`config.mk`:
```
export PLATFORM = sky130hd
export DESIGN_NAME = midpoint_line_rasterizer
export DESIGN_NICKNAME = d
export VERILOG_FILES = /design/src/rtl/mlr_pkg.sv /design/src/rtl/midpoint_line_rasterizer.sv
export SDC_FILE = /design/constraint.sdc
export NUM_CORES = 1
export LEC_CHECK = 0
export BUFFER_PORTS_ARGS = -buffer_cell sky130_fd_sc_hd__buf_2
export CELL_PAD_IN_SITES_DETAIL_PLACEMENT = 1
export CELL_PAD_IN_SITES_GLOBAL_PLACEMENT = 2
export CORE_UTILIZATION = 39
export DETAILED_ROUTE_END_ITERATION = 10
export GPL_TIMING_DRIVEN = 0
export HOLD_SLACK_MARGIN = 0.02
export PLACE_DENSITY_LB_ADDON = 0.1
export SLEW_MARGIN = 40
export SYNTH_ARGS = -nofsm -noshare
export SYNTH_HDL_FRONTEND = slang
export SYNTH_SLANG_ARGS = --single-unit
```
`constraint.sdc`:
```
create_clock -name i_clk -period 14.45 [get_ports i_clk]
set_input_delay 4.335 -clock i_clk [delete_from_list [all_inputs] [get_ports i_clk]]
set_output_delay 4.335 -clock i_clk [all_outputs]
set_load 0.05 [all_outputs]
```
`src/rtl/mlr_pkg.sv`:
```
// ----------------------------------------------------------------------------
// mlr_pkg
// shared widths, register indexes and function codes of the line rasterizer
// ----------------------------------------------------------------------------
package mlr_pkg;

    // default geometry
    localparam int COORD_BITS_DEF   = 12;
    localparam int ADDRESS_BITS_DEF = 32;

    // fixed field widths
    localparam int PITCH_W   = 16;
    localparam int BASE_W    = 32;
    localparam int COLOR_W   = 8;
    localparam int CFG_IDX_W = 1;
    localparam int CFG_DAT_W = 32;

    localparam logic [PITCH_W-1:0] PITCH_RESET = PITCH_W'(640);

    // configuration register indexes
    typedef enum logic [CFG_IDX_W-1:0] {
        REG_LINE_PITCH   = 1'b0,
        REG_SURFACE_BASE = 1'b1
    } t_cfg_reg;

    // input function codes
    localparam logic FUNC_START = 1'b0;
    localparam logic FUNC_STEP  = 1'b1;

endpackage

```
`src/rtl/midpoint_line_rasterizer.sv`:
```
// ----------------------------------------------------------------------------
// midpoint_line_rasterizer
// midpoint line walker with framebuffer byte address generation
// ----------------------------------------------------------------------------
//
//  channel  | handshake              | payload
//  ---------+------------------------+-----------------------------------------
//  in       | i_in_valid / o_in_stall  | i_func, i_start_x/y, i_end_x/y, color
//  out      | o_out_valid / i_out_stall| o_pixel_x/y, color, address, last
//  cfg      | i_cfg_valid / o_cfg_ready| i_cfg_index, i_cfg_data
//
//  one item per clock while o_in_stall is low; a pixel passes the line state
//  stage, pitch multiply stage and address add stage (the output register)
//  the line state loop (one decision add and one minor step) is combinational
//  sync active-low reset clears line state, valids, base; sets pitch to 640
//  a stalled output holds the pipe only as far back as the first empty stage
//  a step transfer with no active line makes no pixel
//
module midpoint_line_rasterizer #(
    parameter int COORD_BITS   = mlr_pkg::COORD_BITS_DEF,
    parameter int ADDRESS_BITS = mlr_pkg::ADDRESS_BITS_DEF
) (
    input  logic                         i_clk,
    input  logic                         i_rst_n,
    // item input
    input  logic                         i_in_valid,
    output logic                         o_in_stall,
    input  logic                         i_func,
    input  logic [COORD_BITS-1:0]        i_start_x,
    input  logic [COORD_BITS-1:0]        i_start_y,
    input  logic [COORD_BITS-1:0]        i_end_x,
    input  logic [COORD_BITS-1:0]        i_end_y,
    input  logic [mlr_pkg::COLOR_W-1:0]  i_draw_color,
    // pixel output
    output logic                         o_out_valid,
    input  logic                         i_out_stall,
    output logic [COORD_BITS-1:0]        o_pixel_x,
    output logic [COORD_BITS-1:0]        o_pixel_y,
    output logic [mlr_pkg::COLOR_W-1:0]  o_pixel_color,
    output logic [ADDRESS_BITS-1:0]      o_pixel_address,
    output logic                         o_last_pixel,
    // configuration writes
    input  logic                         i_cfg_valid,
    output logic                         o_cfg_ready,
    input  logic [mlr_pkg::CFG_IDX_W-1:0] i_cfg_index,
    input  logic [mlr_pkg::CFG_DAT_W-1:0] i_cfg_data
);
    import mlr_pkg::*;

    // decision term spans +-2*(2^COORD_BITS - 1), plus sign
    localparam int DEC_W  = COORD_BITS + 3;
    localparam int PROD_W = COORD_BITS + PITCH_W;
    localparam int EXT_W  = (ADDRESS_BITS > BASE_W) ? ADDRESS_BITS : BASE_W;

    // configuration registers
    logic [PITCH_W-1:0] r_pitch;
    logic [BASE_W-1:0]  r_base;

    // line state
    logic [COORD_BITS-1:0]   r_cur_major, n_cur_major;
    logic [COORD_BITS-1:0]   r_cur_minor, n_cur_minor;
    logic [COORD_BITS-1:0]   r_major_end, n_major_end;
    logic signed [DEC_W-1:0] r_decision, n_decision;
    logic signed [DEC_W-1:0] r_straight, n_straight;
    logic signed [DEC_W-1:0] r_diagonal, n_diagonal;
    logic                    r_minor_down, n_minor_down;
    logic                    r_y_major, n_y_major;
    logic                    r_busy, n_busy;
    logic [COLOR_W-1:0]      r_color, n_color;

    // stage a: pixel coordinates
    logic                  r_a_valid;
    logic [COORD_BITS-1:0] r_a_px, r_a_py;
    logic [COLOR_W-1:0]    r_a_color;
    logic                  r_a_last;
    // stage b: row offset product
    logic                  r_b_valid;
    logic [COORD_BITS-1:0] r_b_px, r_b_py;
    logic [COLOR_W-1:0]    r_b_color;
    logic                  r_b_last;
    logic [PROD_W-1:0]     r_b_prod;
    // stage c: output register
    logic                    r_c_valid;
    logic [COORD_BITS-1:0]   r_c_px, r_c_py;
    logic [COLOR_W-1:0]      r_c_color;
    logic                    r_c_last;
    logic [ADDRESS_BITS-1:0] r_c_addr;

    logic in_xfer, emit;
    logic a_ready, b_ready, c_ready;

    // start decode
    logic [COORD_BITS-1:0] dx, dy, dmaj, dmin;
    logic [COORD_BITS-1:0] ma0, mi0, ma1, mi1;
    logic                  ymaj_s, swap;
    logic signed [DEC_W-1:0] two_dmin, two_dmaj, one_dmaj;
    logic [COORD_BITS-1:0] step_major;
    logic [EXT_W-1:0]      addr_sum;

    // ready chain, each stage frees when the next one takes its data
    assign c_ready    = !r_c_valid || !i_out_stall;
    assign b_ready    = !r_b_valid || c_ready;
    assign a_ready    = !r_a_valid || b_ready;
    assign o_in_stall = !a_ready;
    assign in_xfer    = i_in_valid && a_ready;

    assign o_cfg_ready = 1'b1;

    // endpoint ordering for a start
    always_comb begin
        dx     = (i_end_x >= i_start_x) ? i_end_x - i_start_x : i_start_x - i_end_x;
        dy     = (i_end_y >= i_start_y) ? i_end_y - i_start_y : i_start_y - i_end_y;
        ymaj_s = dy > dx;
        dmaj   = ymaj_s ? dy : dx;
        dmin   = ymaj_s ? dx : dy;
        ma0    = ymaj_s ? i_start_y : i_start_x;
        mi0    = ymaj_s ? i_start_x : i_start_y;
        ma1    = ymaj_s ? i_end_y   : i_end_x;
        mi1    = ymaj_s ? i_end_x   : i_end_y;
        swap   = ma1 < ma0;
        if (swap) begin
            {ma0, ma1} = {ma1, ma0};
            {mi0, mi1} = {mi1, mi0};
        end
        two_dmin = $signed({2'b00, dmin, 1'b0});
        two_dmaj = $signed({2'b00, dmaj, 1'b0});
        one_dmaj = $signed({3'b000, dmaj});
    end

    assign step_major = r_cur_major + COORD_BITS'(1);

    // next line state
    always_comb begin
        n_cur_major  = r_cur_major;
        n_cur_minor  = r_cur_minor;
        n_major_end  = r_major_end;
        n_decision   = r_decision;
        n_straight   = r_straight;
        n_diagonal   = r_diagonal;
        n_minor_down = r_minor_down;
        n_y_major    = r_y_major;
        n_busy       = r_busy;
        n_color      = r_color;
        emit         = 1'b0;
        if (in_xfer) begin
            if (i_func == FUNC_START) begin
                n_y_major    = ymaj_s;
                n_minor_down = mi1 < mi0;
                n_decision   = two_dmin - one_dmaj;
                n_straight   = two_dmin;
                n_diagonal   = two_dmin - two_dmaj;
                n_cur_major  = ma0;
                n_cur_minor  = mi0;
                n_major_end  = ma1;
                n_color      = i_draw_color;
                emit         = 1'b1;
            end else if (r_busy) begin
                n_cur_major = step_major;
                if (r_decision < 0) begin
                    n_decision = r_decision + r_straight;
                end else begin
                    n_decision  = r_decision + r_diagonal;
                    n_cur_minor = r_minor_down ? r_cur_minor - COORD_BITS'(1)
                                               : r_cur_minor + COORD_BITS'(1);
                end
                emit = 1'b1;
            end
            if (emit) begin
                n_busy = (n_cur_major != n_major_end);
            end
        end
    end

    // configuration and line state registers
    always_ff @(posedge i_clk) begin
        if (!i_rst_n) begin
            r_pitch      <= PITCH_RESET;
            r_base       <= '0;
            r_cur_major  <= '0;
            r_cur_minor  <= '0;
            r_major_end  <= '0;
            r_decision   <= '0;
            r_straight   <= '0;
            r_diagonal   <= '0;
            r_minor_down <= 1'b0;
            r_y_major    <= 1'b0;
            r_busy       <= 1'b0;
            r_color      <= '0;
        end else begin
            if (i_cfg_valid && o_cfg_ready) begin
                unique case (t_cfg_reg'(i_cfg_index))
                    REG_LINE_PITCH:   r_pitch <= i_cfg_data[PITCH_W-1:0];
                    REG_SURFACE_BASE: r_base  <= i_cfg_data[BASE_W-1:0];
                endcase
            end
            r_cur_major  <= n_cur_major;
            r_cur_minor  <= n_cur_minor;
            r_major_end  <= n_major_end;
            r_decision   <= n_decision;
            r_straight   <= n_straight;
            r_diagonal   <= n_diagonal;
            r_minor_down <= n_minor_down;
            r_y_major    <= n_y_major;
            r_busy       <= n_busy;
            r_color      <= n_color;
        end
    end

    // pipeline valids
    always_ff @(posedge i_clk) begin
        if (!i_rst_n) begin
            r_a_valid <= 1'b0;
            r_b_valid <= 1'b0;
            r_c_valid <= 1'b0;
        end else begin
            if (a_ready) r_a_valid <= emit;
            if (b_ready) r_b_valid <= r_a_valid;
            if (c_ready) r_c_valid <= r_b_valid;
        end
    end

    // base + row offset + x, wrapping at the address width
    assign addr_sum = EXT_W'(r_base) + EXT_W'(r_b_prod) + EXT_W'(r_b_px);

    // pipeline payload
    always_ff @(posedge i_clk) begin
        if (a_ready && emit) begin
            r_a_px    <= n_y_major ? n_cur_minor : n_cur_major;
            r_a_py    <= n_y_major ? n_cur_major : n_cur_minor;
            r_a_color <= n_color;
            r_a_last  <= !n_busy;
        end
        if (b_ready && r_a_valid) begin
            r_b_px    <= r_a_px;
            r_b_py    <= r_a_py;
            r_b_color <= r_a_color;
            r_b_last  <= r_a_last;
            r_b_prod  <= PROD_W'(r_a_py) * PROD_W'(r_pitch);
        end
        if (c_ready && r_b_valid) begin
            r_c_px    <= r_b_px;
            r_c_py    <= r_b_py;
            r_c_color <= r_b_color;
            r_c_last  <= r_b_last;
            r_c_addr  <= addr_sum[ADDRESS_BITS-1:0];
        end
    end

    assign o_out_valid     = r_c_valid;
    assign o_pixel_x       = r_c_px;
    assign o_pixel_y       = r_c_py;
    assign o_pixel_color   = r_c_color;
    assign o_pixel_address = r_c_addr;
    assign o_last_pixel    = r_c_last;

endmodule

```
# Yosys cells after proc, flatten, opt, wreduce, memory -nomap -nowiden
# Index checks and enable logic that the tools add are counted.
# Widths: inputs -> output; s select.
[word_totals] reg_bits=299 in_bits=95 word_cells=108
[op_classes] addsub=13 n_mul=1 magnitude_cmp=6 n_eq_ne=2 mux=38 bitwise_logic=2 n_reduce_logical=17
[op_table] op="$mux 12" count=25
[op_table] op="$sub 12x12->12" count=4
[op_table] op="$mux 15" count=3
[op_table] op="$add 32x12->32" count=1
[op_table] op="$add 32x28->32" count=1
[op_table] op="$mul 12x16->28" count=1
[op_table] op="$add 12x1->12 const B" count=2
[op_table] op="$ge 12x12->1" count=2
[op_table] op="$lt 12x12->1" count=2
[op_table] op="$mux 8" count=2
[op_table] op="$add 15x14->15" count=1
[op_table] op="$add 15x15->15" count=1
[op_table] op="$lt 15x1->1 const B" count=1
[op_table] op="$sub 13x12->14" count=1
[op_table] op="$sub 13x13->14" count=1
[op_table] op="$gt 12x12->1" count=1
[op_table] op="$ne 12x12->1" count=1
[op_table] op="$sub 12x1->12 const B" count=1
[op_table] op="$mux 1" count=8
[op_table] op="$reduce_and 2->1" count=4
[op_table] op="$logic_not 1->1" count=6
[op_table] op="$logic_and 1x1->1" count=4
[op_table] op="$logic_or 1x1->1" count=3
[op_table] op="$ne 2x1->1 const B" count=1
[op_table] op="$not 1->1" count=2

# Depth between registers and ports, before layout
# Gate-level depths: netlist of run 1.
[logic_depth] ltp_word=12 depth_mapped=49

# Least setup slack after synthesis of run 1
# Ideal clock, no wire load.
[synth_timing] path_type="input -> register" startpoint="in i_end_x[0]" endpoint="reg r_minor_down" setup_ps=70 arrival_ps=12251 t_required_ps=14380 path_slack_ps=2129 path_stages=46 path_cell_list="inv_1 -> ha_1 -> inv_1 -> fa_1 -> a21oi_1 -> o2111a_2 -> o21ai_2 -> nand2_1 -> a2111oi_0 -> a2111oi_2 -> nand2_1 -> ha_1 -> nand4_1 -> or2_1 -> a221o_1 -> nand2_1 -> buf_2 -> buf_2 -> [... 10 more ...] -> nand2_1 -> buf_2 -> buf_2 -> buf_2 -> a211oi_1 -> a21oi_1 -> ha_1 -> a21oi_1 -> nor2b_1 -> o21ai_0 -> nand2b_1 -> a21oi_1 -> nor2b_1 -> o21ai_0 -> nand2b_1 -> a211oi_1 -> a21boi_0 -> a21oi_1"
[synth_between] elab_chain_cells=7 word_cells_on_any_way=13 classes_between="add/sub: 2; order compare: 4; mux: 7"
[synth_lines] item="start: declaration" line="midpoint_line_rasterizer.sv:31" text="input logic [COORD_BITS-1:0] i_end_x,"
[synth_lines] item="$sub 12x12->12 or $ge 12x12->1 (tied branches)" line="midpoint_line_rasterizer.sv:111" text="dx = (i_end_x >= i_start_x) ? i_end_x - i_start_x : i_start_x - i_end_x;"
[synth_lines] item="$mux 12" line="midpoint_line_rasterizer.sv:111"
[synth_lines] item="$gt 12x12->1" line="midpoint_line_rasterizer.sv:113" text="ymaj_s = dy > dx;"
[synth_lines] item="$mux 12, on equally long branches" line="midpoint_line_rasterizer.sv:118, midpoint_line_rasterizer.sv:116"
[synth_lines] item="$lt 12x12->1" line="midpoint_line_rasterizer.sv:120" text="swap = ma1 < ma0;"
[synth_lines] item="$mux 12" line="midpoint_line_rasterizer.sv:121" text="if (swap) begin"
[synth_lines] item="$lt 12x12->1 *" line="midpoint_line_rasterizer.sv:148" text="n_minor_down = mi1 < mi0;"
[synth_lines] item="end signal: assignment" line="midpoint_line_rasterizer.sv:202" text="r_minor_down <= n_minor_down;"
[synth_lines] item="end: declaration" line="midpoint_line_rasterizer.sv:66" text="logic r_minor_down, n_minor_down;"
# Mark *: on every way between the ends. The rest lies on a longest branch, timed or not.
# A chain may end at the register's enable or synchronous reset.

# Final worst setup path of run 1
# Same ends and word-level chain as after synthesis.

==> results of run 1 <==
-- power breakdown --
group          switching (mW)  internal [mW]  total, mW
logic                    2.33           1.26       3.59
clock network           0.385          0.577      0.962
registers              0.0959           1.04       1.14
-- worst max-delay path: cells and delay by family --
family / cells / cell delay, ns
AOI/OAI and AO/OA: 22 / 4.26
buffers and inverters: 9 / 1.97
adders and majority gates: 5 / 1.68
and+or+nand+nor: 9 / 1.40
muxes: 1 / 0.38
xor gates and xnor gates: 1 / 0.31
-- kinds of logic (layout without fill, tap and decap cells) --
family / Yosys count / after routing / share of synthesized area [%]
xor+xnor: 114 / 114 / 4.04
simple gates: 950 / 950 / 16.7
mux: 37 / 37 / 1.64
buf+inv: 416 / 658 / 6.31
fa+ha+maj: 386 / 386 / 23.4
other cells: 1 / 2 / 0.0146
compound gates: 744 / 744 / 18.7
flops: 296 / 296 / 29.2
-- what timing repair did --
item                                    4_1_cts  5_1_grt
endpoints found under the setup margin        1        1
cloned                                        0        0
hold endpoints to repair                      0        0
pin swaps                                     2        0
buffers inserted                              4        1
gates resized for setup                       4       21
-- area by class of cell --
type	instances	area [µm²]	share of cell area [%]
Inverter	267	1000	3.43
Sequential cell	296	7520	25.7
Timing Repair Buffer	175	1010	3.47
Clock inverter	19	215	0.736
Buffer	149	647	2.21
Multi-Input combinational cell	2232	16700	57.3
Clock buffer	48	1030	3.52
Antenna cell	1	2.50	0.00856
Tap cell	855	1070	3.66
-- metrics by stage --
step	hold slack [ns]	total power [mW]
after CTS	0.399	5.68
after global placement	0.403	4.59
after floorplan	0.400	3.46
after global routing	0.422	6.08
after detailed placement	0.406	4.68
final	0.399	5.70
-- cells in the final DEF, fill, tap and decap left out, drive strengths merged, types with 16 or more instances in the layout --
cell type,instances
nand3,60
a31oi,19
buf,215
and2,76
clkbuf,157
and3,24
a21o,46
nand2b,20
a211oi,38
nor2b,26
edfxtp,159
o22ai,23
nor2,168
nor3,62
mux2,19
nand2,445
dfxtp,137
o21ai,133
a21boi,20
or3,19
a21oi,267
o211ai,51
o31ai,16
inv,268
ha,226
nand4,24
fa,160
o21a,18
xnor2,86
xor2,28
mux2i,18
-- per-layer routing --
layer  track usage (%)  routed length, µm  share of wire [%]
met2              55.4              52200                 52
met3              2.86               2970                2.9
met4              12.0               4160                4.1
met5                 0                 41              0.041
met1              35.8              41400                 41
-- path summary, 6_finish.rpt --
check	start	endpoint	slack [ns]	depth (start not counted)
setup / recovery	i_end_x[0]	r_minor_down	0.56	47
hold reg to reg	r_a_px[8]	r_b_px[8]	0.40	0
hold / removal	r_a_px[8]	r_b_px[8]	0.40	0
setup reg to reg	r_a_py[3]	r_b_prod[26]	7.12	21
-- sequential cells by signal, summed over array words and instances, names as in the netlist, 8 cells and up, named ones only --
signal,count
r_major_end,12
o_pixel_color,8
r_decision,14
o_pixel_address,32
o_pixel_x,12
r_straight,12
r_cur_major,12
r_cur_minor,12
r_b_prod,28
r_a_color,8
r_b_py,12
r_b_color,8
r_b_px,12
r_diagonal,13
r_pitch,16
r_a_py,12
r_base,32
r_color,8
r_a_px,12
o_pixel_y,12
==> results.json, run 1 <==
{
  "drive_gt1_share_pct": 11.0,
  "period_share_pct": 96.1,
  "slew_headroom_pct": 37.5,
  "antenna_left": 0,
  "track_usage_pct": 30.1,
  "layout.nets": 3639,
  "final-instance-count-excl-fill": 4042,
  "final_util_pct": 45.1,
  "antenna_found_initial": 3,
  "dieArea_mm2": 0.0671,
  "h-tree-depth": 2,
  "clk_latency_ns": 0.56,
  "first_global_vias": 24900,
  "design_area_mm2": 0.0292,
  "dp_hpwl_um": 82800,
  "cts_sinks": 296,
  "wl_per_cell_um": 24.9,
  "synthesis.area_mm2": 0.0258,
  "fin_skew_ns": 0.0497,
  "synthTopCellsByCount": "444 x nand2_1, 265 x inv_1, 263 x a21oi_1",
  "ys.flop_type": "edfxtp_1",
  "synth.avg_cell_area_um2": 8.75,
  "power_density_mw_per_mm2": 195,
  "ys_seq_area_share_pct": 29.2,
  "clk_path_buf_depth": 3,
  "n_fill_cell": 7692,
  "hold_viol": 0,
  "overflow": 0,
  "final-setup-viol-count": 0,
  "dp_cells": 3969,
  "ios": 163,
  "cpMostUsedCell": "a21oi_1",
  "fmax_mhz": 72.0,
  "cp.required_ns": 14.93,
  "async_flop_share_pct": 0,
  "start_util_pct": 39.8,
  "numCtsBuffers": 37,
  "drc_errors": 0,
  "cpPeakStageDelay_ns": 0.47,
  "grt_pass1_wl_um": 153000,
  "yosysTopAreaCellShare_pct": 18.5,
  "cp_max_fo": 10,
  "die_w_um": 259,
  "drv_slew": 0,
  "syn_to_final_growth_pct": 13.5,
  "yosysMostFrequentCell": "nand2_1",
  "yosysTopAreaCell": "edfxtp_1",
  "ys_types": 107,
  "status": "completed",
  "cts_tree": "yes",
  "dr_total_vias": 23000,
  "cpMaxStageDelayCell": "fa_1",
  "worstMarginPinSlew_ns": 0.938,
  "synth_edf_count": 159,
  "worstSetupEndpointType": "register",
  "synthCells": 2944,
  "grt_max_degree": 36,
  "die_y_um": 259,
  "synthTopCellsByArea": "edfxtp_1 19%, fa_1 12%, ha_1 11%, dfxtp_1 11%, nand2_1 6.5%",
  "peakVddDrop_v": 0.0000917,
  "synth_fp_nets": 3425,
  "io_buffers": 160,
  "critPathArrivalTime_ns": 14.37,
  "place_area_mm2": 0.0279,
  "clk_pin_slew_ns": 0.05,
  "drt_iter0_drc": 1332,
  "wl_um": 101000,
  "rsz0062_at_grt": "false",
  "dp_slack_ns": -1.40,
  "drt-pass1-iter-count": 5,
  "coreArea_mm2": 0.0648,
  "yosys_warnings": 0,
  "criticalPathCategory": "in -> reg",
  "viasPerCell": 5.70,
  "ys_ff_latch": 296,
  "finalWeightedCongestion": 0.936,
  "holdBufCountCts": 0,
  "drv_cap": 0,
  "setup_tns_ns": 0,
  "root_buffer": "clkbuf_16",
  "cp-start-kind": "input pin",
  "hold_class": "reg -> reg",
  "std_cell_rows": 93,
  "leakage_nw": 12.6,
  "finalWorstSetupSlack_ns": 0.560,
  "min_period_ns": 13.89
}
Power figures use the tool's default switching activity.
==> run 2: changes to the inputs <==
CORE_MARGIN = 2   (was not set)
PLACE_DENSITY_LB_ADDON = 0.12   (was 0.1)
==> results.json, run 2 (synthesis gave the netlist of run 1 again) <==
{
  "status": "completed",
  "worstMarginPinSlew_ns": 0.835,
  "cp_max_fo": 10,
  "final-setup-viol-count": 0,
  "drt-pass1-iter-count": 5,
  "numCtsBuffers": 38,
  "peakVddDrop_v": 0.000120,
  "cts_sinks": 296,
  "wl_um": 101000,
  "leakage_nw": 12.6,
  "finalWeightedCongestion": 0.946,
  "switching_share_pct": 49.0,
  "final_util_pct": 44.7,
  "cpMostUsedCell": "a21oi_1",
  "io_buffers": 160,
  "cp.required_ns": 14.90,
  "dp_hpwl_um": 83300,
  "critPathArrivalTime_ns": 14.27,
  "n_fill_cell": 7765,
  "p_total_mw": 5.72,
  "layout.nets": 3642,
  "drt_iter0_drc": 1300,
  "antenna_found_initial": 1,
  "top_usage_layer": "met2",
  "use_met3_pct": 2.43,
  "die_y_um": 261,
  "setup_tns_ns": 0,
  "period_share_pct": 95.6,
  "clk_pin_slew_ns": 0.06,
  "wl_per_cell_um": 25.0,
  "reg2regPathDepth": 21,
  "root_buffer": "clkbuf_16",
  "clk_latency_ns": 0.56,
  "dp_slack_ns": -1.36,
  "grt_max_degree": 30,
  "drive_gt1_share_pct": 11.2,
  "cpMaxStageDelayCell": "clkbuf_1",
  "cpPeakStageDelay_ns": 0.52,
  "drv_cap": 0,
  "clk_path_buf_depth": 3,
  "fin_skew_ns": 0.0238,
  "antenna_left": 0,
  "seq_area_mm2": 0.00752,
  "criticalPathCategory": "in -> reg",
  "track_usage_pct": 29.6,
  "cellInternalPower_mw": 2.92,
  "die_w_um": 261,
  "std_cell_rows": 94,
  "worstSetupEndpointType": "register",
  "multi_input_area_mm2": 0.0168,
  "use_met2_pct": 55.7,
  "h-tree-depth": 2,
  "drv_slew": 0,
  "power_density_mw_per_mm2": 195,
  "layout_commonest_cell": "nand2_1",
  "dieArea_mm2": 0.0681,
  "clock_power_share_pct": 17.5,
  "first_global_vias": 24400,
  "min_period_ns": 13.82,
  "coreArea_mm2": 0.0656,
  "overflow": 0,
  "hold_viol": 0,
  "drc_errors": 0,
  "cts_tree": "yes",
  "final_cell_mix": "443 x nand2_1, 265 x inv_1, 257 x a21oi_1, 225 x ha_1, 181 x buf_2",
  "grt_use_met1_pct": 35.3,
  "cp-start-kind": "input pin",
  "seqPwrFrac_pct": 20.0,
  "ios": 163,
  "p_switching_mw": 2.80,
  "grt_pass1_wl_um": 152000,
  "viasPerCell": 5.66,
  "hold_class": "reg -> reg",
  "dr_total_vias": 23000,
  "start_util_pct": 39.3,
  "hold_depth": 0,
  "combPwrFrac_pct": 62.5,
  "finalWorstSetupSlack_ns": 0.632,
  "fmax_mhz": 72.4,
  "syn_to_final_growth_pct": 13.9,
  "slew_headroom_pct": 43.7
}
## run 2: cell types whose count changed in the layout (fill, tap and decap cells not counted), sizes merged
cell,before,now
bufinv,4,6
clkinvlp,2,3
buf,215,217
inv,268,269
clkbuf,157,156
clkinv,12,11
## run 2: routing by layer
layer	wire length (µm)	share of wire, %
met5	0	0
met4	3760	3.7
met3	2790	2.7
met2	53100	52
met1	41700	41
## run 2: power groups by stage
stage | Sequential, mW | Combinational, mW | Clock [mW]
2_1_floorplan | 1.13 | 2.33 | 0
3_3_place_gp | 1.17 | 3.41 | 0
3_5_place_dp | 1.16 | 3.49 | 0
4_1_cts | 1.15 | 3.52 | 1.02
5_1_grt | 1.16 | 3.90 | 1.05
6_report | 1.15 | 3.57 | 1.00
## run 2: timing repair
action / CTS / global route
hold endpoints to repair: 0 / 0
setup buffers: 2 / 6
gates resized for setup: 2 / 27
endpoints found under the setup margin: 1 / 1
hold buffers: 0 / 0
pin swaps: 1 / 4
## run 2: stage by stage
step / area (µm²) / hold slack (ns) / std cells
finish: 29300 / 0.415 / 4055
global route: 29300 / 0.424 / 4055
global placement: 27600 / 0.401 / 3968
floorplan: 25800 / 0.400 / 2944
CTS: 29200 / 0.414 / 4048
detailed placement: 27900 / 0.406 / 3977
## run 2: final cells by class
cell class / count / share of cell area [%]
repair buffers: 177 / 3.46
clock buffers: 47 / 3.46
clock inverters: 22 / 0.985
inverters: 267 / 3.42
well taps: 864 / 3.68
multi-input cells: 2232 / 57.1
plain buffers: 149 / 2.21
flip-flops and latches: 296 / 25.6
diodes: 1 / 0.00853
## run 2: final timing paths
path              slack [ns]     startpoint       endpoint
setup / recovery        0.63  i_start_x[10]   r_minor_down
hold / removal          0.42     r_b_py[11]  o_pixel_y[11]
setup reg to reg        7.04      r_a_py[3]   r_b_prod[26]
hold reg to reg         0.42     r_b_py[11]  o_pixel_y[11]
## run 2: critical path, delay by kind of cell
family | cells | cell delay (ns)
AND/OR/NAND/NOR | 11 | 1.72
buffers and inverters | 10 | 2.65
adder cells (fa/ha/maj) | 4 | 1.33
AO/OA/AOI/OAI | 21 | 4.22
